==> config.mk <==
export PLATFORM = sky130hd
export DESIGN_NAME = prime_count_trial_division_unit
export DESIGN_NICKNAME = d
export VERILOG_FILES = /design/src/rtl/pctd_pkg.sv /design/src/rtl/prime_count_trial_division_unit.sv /design/src/rtl/pctd_rem_unit.sv
export VERILOG_INCLUDE_DIRS = /design/src /design/src/rtl
export SDC_FILE = /design/constraint.sdc
export NUM_CORES = 1
export LEC_CHECK = 0
export ABC_AREA = 1
export BUFFER_PORTS_ARGS = -buffer_cell sky130_fd_sc_hd__buf_2
export CAP_MARGIN = 10
export CORE_ASPECT_RATIO = 0.9
export CORE_MARGIN = 5
export CORE_UTILIZATION = 60
export CTS_CLUSTER_SIZE = 8
export DETAILED_ROUTE_END_ITERATION = 10
export PLACE_DENSITY = 0.82
export SLEW_MARGIN = 30
export SYNTH_ARGS = -nofsm -noshare
export SYNTH_HDL_FRONTEND = slang
export SYNTH_SLANG_ARGS = --single-unit
==> constraint.sdc <==
create_clock -name clk_i -period 3 [get_ports clk_i]
set_clock_uncertainty 0.05 [all_clocks]
set_input_delay 0.15 -clock clk_i [delete_from_list [all_inputs] [get_ports clk_i]]
set_output_delay 0.15 -clock clk_i [all_outputs]
set_load 0.005 [all_outputs]
==> src/rtl/prime_count_trial_division_unit_macros.svh <==
// Assertion helpers for the prime counter RTL. They expect clk_i and rst_ni in scope.
`ifndef PRIME_COUNT_TRIAL_DIVISION_UNIT_MACROS_SVH
`define PRIME_COUNT_TRIAL_DIVISION_UNIT_MACROS_SVH

// The consequent must hold in the same cycle as the antecedent.
`define PCTD_ASSERT_SAME(label, ante, cons) \
  label: assert property (@(posedge clk_i) disable iff (!rst_ni) (ante) |-> (cons)) \
    else $error("pctd assertion failed");

// The consequent must hold in the cycle after the antecedent.
`define PCTD_ASSERT_NEXT(label, ante, cons) \
  label: assert property (@(posedge clk_i) disable iff (!rst_ni) (ante) |=> (cons)) \
    else $error("pctd assertion failed");

`endif

==> src/rtl/pctd_pkg.sv <==
package pctd_pkg;

  // Width of the value field on the input stream.
  localparam int unsigned IN_VALUE_BITS = 16;
  // Width of the count field in a result.
  localparam int unsigned OUT_COUNT_BITS = 20;
  // Result tdata: is_prime, prime_count, padded to whole bytes.
  localparam int unsigned OUT_TDATA_BITS = ((1 + OUT_COUNT_BITS + 7) / 8) * 8;

  typedef enum logic [2:0] {
    ST_IDLE,
    ST_CHECK,
    ST_DIV,
    ST_FINISH
  } pctd_state_e;

  // Status of the shared remainder unit.
  typedef struct packed {
    logic busy;
    logic done;
  } pctd_rem_stat_t;

endpackage

==> src/rtl/prime_count_trial_division_unit.sv <==
// Trial-division prime counter.
// Input stream s_axis: tdata carries the value to test, tlast closes a list.
// Output stream m_axis: one result transaction per input transaction, with the
// prime flag and the running prime count of the list; tlast copies the input
// mark, and with it the count is final for that list.
// An input value is accepted only while the sequencer is idle. Divisors run
// from 2 up while d*d <= value; each divisor is a pass through the shared
// one-bit-per-cycle restoring remainder unit. A prime is tried against every
// such divisor, a composite stops at its smallest factor, and 0 or 1 go
// straight to the result without a division.
// The result sits in an output register, so the next value is accepted while
// a result waits; if the receiver stalls, a finished second result holds the
// sequencer until the output register frees up.
// Reset empties the output register, idles the sequencer and clears the count.
// The count saturates at 2^COUNT_BITS - 1 and is cleared after a last item.
module prime_count_trial_division_unit
  import pctd_pkg::*;
#(
  parameter int unsigned VALUE_BITS = 16,
  parameter int unsigned COUNT_BITS = 20
) (
  input  logic                      clk_i,
  input  logic                      rst_ni,
  input  logic                      s_axis_tvalid_i,
  output logic                      s_axis_tready_o,
  // Fields from bit 0: value[15:0].
  input  logic [IN_VALUE_BITS-1:0]  s_axis_tdata_i,
  input  logic                      s_axis_tlast_i,
  output logic                      m_axis_tvalid_o,
  input  logic                      m_axis_tready_i,
  // Fields from bit 0: is_prime[0], prime_count[20:1], zero padding above.
  output logic [OUT_TDATA_BITS-1:0] m_axis_tdata_o,
  output logic                      m_axis_tlast_o
);

  `include "prime_count_trial_division_unit_macros.svh"

  pctd_state_e state_q, state_d;

  logic [VALUE_BITS-1:0] v_q, v_d;
  logic [VALUE_BITS-1:0] d_q, d_d;
  logic [VALUE_BITS:0]   sq_q, sq_d;
  logic                  prime_q, prime_d;
  logic                  last_q, last_d;
  logic [COUNT_BITS-1:0] count_q, count_d;
  logic [COUNT_BITS-1:0] count_new;
  logic                  out_valid_q, out_valid_d;
  logic [OUT_TDATA_BITS-1:0] out_data_q, out_data_d;
  logic                  out_last_q, out_last_d;

  logic                  in_fire;
  logic                  out_free;
  logic                  rem_start;
  logic [VALUE_BITS-1:0] v_in;
  logic [VALUE_BITS-1:0] rem;
  pctd_rem_stat_t        rem_stat;

  assign v_in     = VALUE_BITS'(s_axis_tdata_i);
  assign in_fire  = s_axis_tvalid_i && s_axis_tready_o;
  assign out_free = !out_valid_q || m_axis_tready_i;
  assign count_new = (prime_q && (count_q != '1)) ? count_q + COUNT_BITS'(1) : count_q;

  pctd_rem_unit #(
    .VALUE_BITS(VALUE_BITS)
  ) u_rem (
    .clk_i     (clk_i),
    .rst_ni    (rst_ni),
    .start_i   (rem_start),
    .dividend_i(v_q),
    .divisor_i (d_q),
    .stat_o    (rem_stat),
    .rem_o     (rem)
  );

  // Next state.
  always_comb begin
    state_d = state_q;
    unique case (state_q)
      ST_IDLE: begin
        if (in_fire) begin
          state_d = (v_in < VALUE_BITS'(2)) ? ST_FINISH : ST_CHECK;
        end
      end
      ST_CHECK: begin
        state_d = (sq_q > {1'b0, v_q}) ? ST_FINISH : ST_DIV;
      end
      ST_DIV: begin
        if (rem_stat.done) begin
          state_d = (rem == '0) ? ST_FINISH : ST_CHECK;
        end
      end
      ST_FINISH: begin
        if (out_free) begin
          state_d = ST_IDLE;
        end
      end
      default: state_d = ST_IDLE;
    endcase
  end

  // Outputs and datapath.
  always_comb begin
    s_axis_tready_o = 1'b0;
    rem_start       = 1'b0;
    v_d             = v_q;
    d_d             = d_q;
    sq_d            = sq_q;
    prime_d         = prime_q;
    last_d          = last_q;
    count_d         = count_q;
    out_valid_d     = out_valid_q && !m_axis_tready_i;
    out_data_d      = out_data_q;
    out_last_d      = out_last_q;
    unique case (state_q)
      ST_IDLE: begin
        s_axis_tready_o = 1'b1;
        if (s_axis_tvalid_i) begin
          v_d     = v_in;
          last_d  = s_axis_tlast_i;
          d_d     = VALUE_BITS'(2);
          sq_d    = (VALUE_BITS + 1)'(4);
          prime_d = 1'b0;
        end
      end
      ST_CHECK: begin
        if (sq_q > {1'b0, v_q}) begin
          prime_d = 1'b1;
        end else begin
          rem_start = 1'b1;
        end
      end
      ST_DIV: begin
        if (rem_stat.done && (rem != '0)) begin
          // (d+1)^2 = d^2 + 2d + 1
          sq_d = sq_q + {d_q, 1'b1};
          d_d  = d_q + VALUE_BITS'(1);
        end
      end
      ST_FINISH: begin
        if (out_free) begin
          out_valid_d = 1'b1;
          out_data_d  = OUT_TDATA_BITS'({OUT_COUNT_BITS'(count_new), prime_q});
          out_last_d  = last_q;
          count_d     = last_q ? '0 : count_new;
        end
      end
      default: ;
    endcase
  end

  always_ff @(posedge clk_i or negedge rst_ni) begin
    if (!rst_ni) begin
      state_q     <= ST_IDLE;
      count_q     <= '0;
      out_valid_q <= 1'b0;
    end else begin
      state_q     <= state_d;
      count_q     <= count_d;
      out_valid_q <= out_valid_d;
    end
  end

  always_ff @(posedge clk_i) begin
    v_q        <= v_d;
    d_q        <= d_d;
    sq_q       <= sq_d;
    prime_q    <= prime_d;
    last_q     <= last_d;
    out_data_q <= out_data_d;
    out_last_q <= out_last_d;
  end

  assign m_axis_tvalid_o = out_valid_q;
  assign m_axis_tdata_o  = out_data_q;
  assign m_axis_tlast_o  = out_last_q;

  `PCTD_ASSERT_SAME(a_sq_tracks_divisor, state_q == ST_CHECK,
                    {{VALUE_BITS{1'b0}}, sq_q} == ({{(VALUE_BITS + 1){1'b0}}, d_q} *
                                                   {{(VALUE_BITS + 1){1'b0}}, d_q}))
  `PCTD_ASSERT_SAME(a_start_when_free, rem_start, !rem_stat.busy && state_q == ST_CHECK)
  `PCTD_ASSERT_NEXT(a_finish_waits, state_q == ST_FINISH && !out_free,
                    state_q == ST_FINISH && out_valid_q)

endmodule

==> src/rtl/pctd_rem_unit.sv <==
module pctd_rem_unit
  import pctd_pkg::*;
#(
  parameter int unsigned VALUE_BITS = 16
) (
  input  logic                  clk_i,
  input  logic                  rst_ni,
  input  logic                  start_i,
  input  logic [VALUE_BITS-1:0] dividend_i,
  input  logic [VALUE_BITS-1:0] divisor_i,
  output pctd_rem_stat_t        stat_o,
  output logic [VALUE_BITS-1:0] rem_o
);

  localparam int unsigned CNT_BITS = $clog2(VALUE_BITS + 1);

  logic                  busy_q, busy_d;
  logic                  done_q, done_d;
  logic [CNT_BITS-1:0]   cnt_q, cnt_d;
  logic [VALUE_BITS-1:0] rem_q, rem_d;
  logic [VALUE_BITS-1:0] sh_q, sh_d;
  logic [VALUE_BITS:0]   trial;

  // One restoring step a cycle: bring in the next dividend bit, subtract if it fits.
  assign trial = {rem_q, sh_q[VALUE_BITS-1]};

  always_comb begin
    busy_d = busy_q;
    done_d = 1'b0;
    cnt_d  = cnt_q;
    rem_d  = rem_q;
    sh_d   = sh_q;
    if (start_i) begin
      busy_d = 1'b1;
      cnt_d  = CNT_BITS'(VALUE_BITS);
      rem_d  = '0;
      sh_d   = dividend_i;
    end else if (busy_q) begin
      if (trial >= {1'b0, divisor_i}) begin
        rem_d = VALUE_BITS'(trial - {1'b0, divisor_i});
      end else begin
        rem_d = trial[VALUE_BITS-1:0];
      end
      sh_d  = {sh_q[VALUE_BITS-2:0], 1'b0};
      cnt_d = cnt_q - CNT_BITS'(1);
      if (cnt_q == CNT_BITS'(1)) begin
        busy_d = 1'b0;
        done_d = 1'b1;
      end
    end
  end

  always_ff @(posedge clk_i or negedge rst_ni) begin
    if (!rst_ni) begin
      busy_q <= 1'b0;
      done_q <= 1'b0;
      cnt_q  <= '0;
    end else begin
      busy_q <= busy_d;
      done_q <= done_d;
      cnt_q  <= cnt_d;
    end
  end

  always_ff @(posedge clk_i) begin
    rem_q <= rem_d;
    sh_q  <= sh_d;
  end

  assign stat_o.busy = busy_q;
  assign stat_o.done = done_q;
  assign rem_o       = rem_q;

endmodule

==> metrics.txt <==
period utilization=78.8%; HPWL after detailed placement=14,100 um; Placed Area=8720 um^2; register share of total power=33.9%; DRC=0; Vias/cell=5.57; vias in the first global route=6,795; post-CTS sizing=0; Area contributors post-synth=edfxtp_1 (32%), nand2_1 (14%), dfrtp_1 (9.0%), ha_1 (7.7%), inv_1 (6.4%); Die H=122 um; startpoint types=flip-flop; boundary pin count=48; Post-Synthesis Cells=1,044; post-synth top area share=32.2%; Internal=5.73 mW; synthesized cell area=8300 um^2; Worst EP arrival=2.46 ns; Setup WS post-layout=0.636 ns; vias after detailed routing=7,230; postcts setup bufs=0; multi-input logic area=3900 um^2; Synth area leader=edfxtp_1; Core ar.=13,500 um^2; worst slew pin tran=0.694 ns; Max Fclk=423 MHz; worst vdd ir=0.709 mV; Clock Sink Count=135; TritonCTS clock tree=done; CTS Hold Buffers Added=19; # Max-Cap Violations=0; P_sw=4.29 mW; Hold WC Path Type=in -> reg; switching fraction of total power=42.8%; row count=40; CTS Buf Count=17; final setup vio count=0; worst path required time=3.10 ns; final hold slack=0.141 ns; number of antenna violations at the first check in global routing=0; GR Overflow Total=0; critical-path maximum fanout=26; Leakage Power=4.60 nW; Setup TNS=0 ns; RSZ-0062 raised after global routing=false; Layout fillers=1,011; die area=16,300 um^2; die span in x=134 um; Clock transition at path regs=0.06 ns; Power per Cell Area=1060 nW/um^2; Final Hold Vio Count=0; drt total wl=20,000 um; total routing usage reported by global routing=25.5%; commonest non-fill, non-tap cell in the layout=nand2_1; initial detailed-routing violation count=634; Reg area=3740 um^2; first-pass GRT wire length=32,900 um; GPL Wtd Cong=0.959; Inst Count DP=1,247; router iterations before antenna repair=5; count of different cell masters after synthesis=42; Slew headroom=53.7%; layout cells sized above 1=9.03%; Min Clock Period, post-route=2.36 ns; outcome=finished clean; critical path class=reg -> reg; register area share after synthesis=45.1%; CTS Root Buffer Type=clkbuf_16; largest net degree at the start of global routing=34; fin cells=1,298; worst-skew pair later-pin latency=0.42 ns; n_diodes=0; ys async rst share=22.2%; most frequent cells in the layout=nand2_1 (304), inv_1 (141), edfxtp_1 (89); Slew Viols, Final=0; H-tree Lvls=4; total power=10.0 mW; Area Growth Syn to Fin=14.3%; crit end category=flip-flop; Clock power frac=20.5%; final core utilization=70.4%; Final Cell Area=9480 um^2; count of nets after finishing=1,191; Post-DRT Antenna Nets=0; pre-CTS setup slack=0.684 ns; EDFF count, synth=89; Clock Path Buffers=2; Starting Density=61.6%; Synth Register Bits=135; Ys Warns=0; syn avg cell area=7.95 um^2; Routed WL per cell=15.4 um; ys flop type=edfxtp_1; Logic pwr share=45.6%; R2R setup slack=0.64 ns; Buffers on Ports=44
-- registers in the layout, indices dropped and copies added (netlist names), 2 cells and up --
name,flops
u_rem.sh_q,16
u_rem.cnt_q,5
u_rem.rem_o,16
d_q,16
m_axis_tdata_o,21
v_q,16
sq_q,17
state_q,2
count_q,20
-- critical path: stages, from the launching register on --
cell,delay (ns)
edfxtp_1,0.43
ha_1,0.35
nand2_1,0.07
nor3_2,0.19
nand2_1,0.10
nor2_1,0.09
nand2_1,0.06
nand3_1,0.09
nand2_1,0.08
nand2_1,0.11
buf_4,0.30
o21ai_0,0.17
-- power by group through the flow --
| stage | registers [mW] | clock network, mW | logic (mW) |
|---|---|---|---|
| after floorplan | 3.26 | 0 | 3.37 |
| after global placement | 3.39 | 0 | 4.31 |
| after detailed placement | 3.40 | 0 | 4.43 |
| after CTS | 3.38 | 2.07 | 4.52 |
| after global routing | 3.46 | 2.18 | 5.22 |
| final | 3.40 | 2.06 | 4.57 |
-- per-layer routing --
metal	vias to the layer above	GRT usage, %	share of wire [%]
met5	-	0	0
met4	0	9.19	2.5
met2	273	41.5	46
met1	3308	33.7	44
li1	3604	-	-
met3	45	6.03	7.6
-- cell type report --
class	instances	area share, %
multi-input combinational	744	41.1
sequential	135	39.5
inverter	144	5.73
timing repair buffer	75	5.41
clock buffer	18	4.53
tap	168	2.22
clock inverter	14	1.56
-- synth_stat cells, types with 3 or more instances --
master and count:
nand2_2 3, dfrtp_1 30, xnor2_1 6, a21o_1 3, ha_1 51, or2_2 5
buf_4 5, o21a_1 4, dfxtp_1 16, and2_1 7, nand3b_1 6, xor2_1 21
or2_1 4, nand3_1 88, nor4_1 10, nor3_1 15, edfxtp_1 89, buf_2 7
inv_1 141, clkbuf_1 10, nand4_1 11, nor2_1 75, o21ai_0 51, o22ai_1 8
a21oi_1 53, nand2_1 304
-- final timing paths --
kind	start	to	cells past startpoint
worst min-delay path	s_axis_tvalid_i	prime_q	3
worst min register to register	last_q	m_axis_tlast_o	0
max in group asynchronous	rst_ni	u_rem.busy_q	2
min in group asynchronous	rst_ni	count_q[8]	2
worst max-delay path	sq_q[15]	u_rem.sh_q[15]	11
worst max register to register	sq_q[15]	u_rem.sh_q[15]	11
-- cell families after synthesis --
kind of cell / share of synthesized area, %
xor gates and xnor gates: 2.85
DFF: 45.1
and+or+nand+nor: 27.6
AOI/OAI and AO/OA: 8.25
other: 0.0452
buffers and inverters: 8.01
adders and majority gates: 8.17
Note: power is estimated with default switching activity, not from simulation.
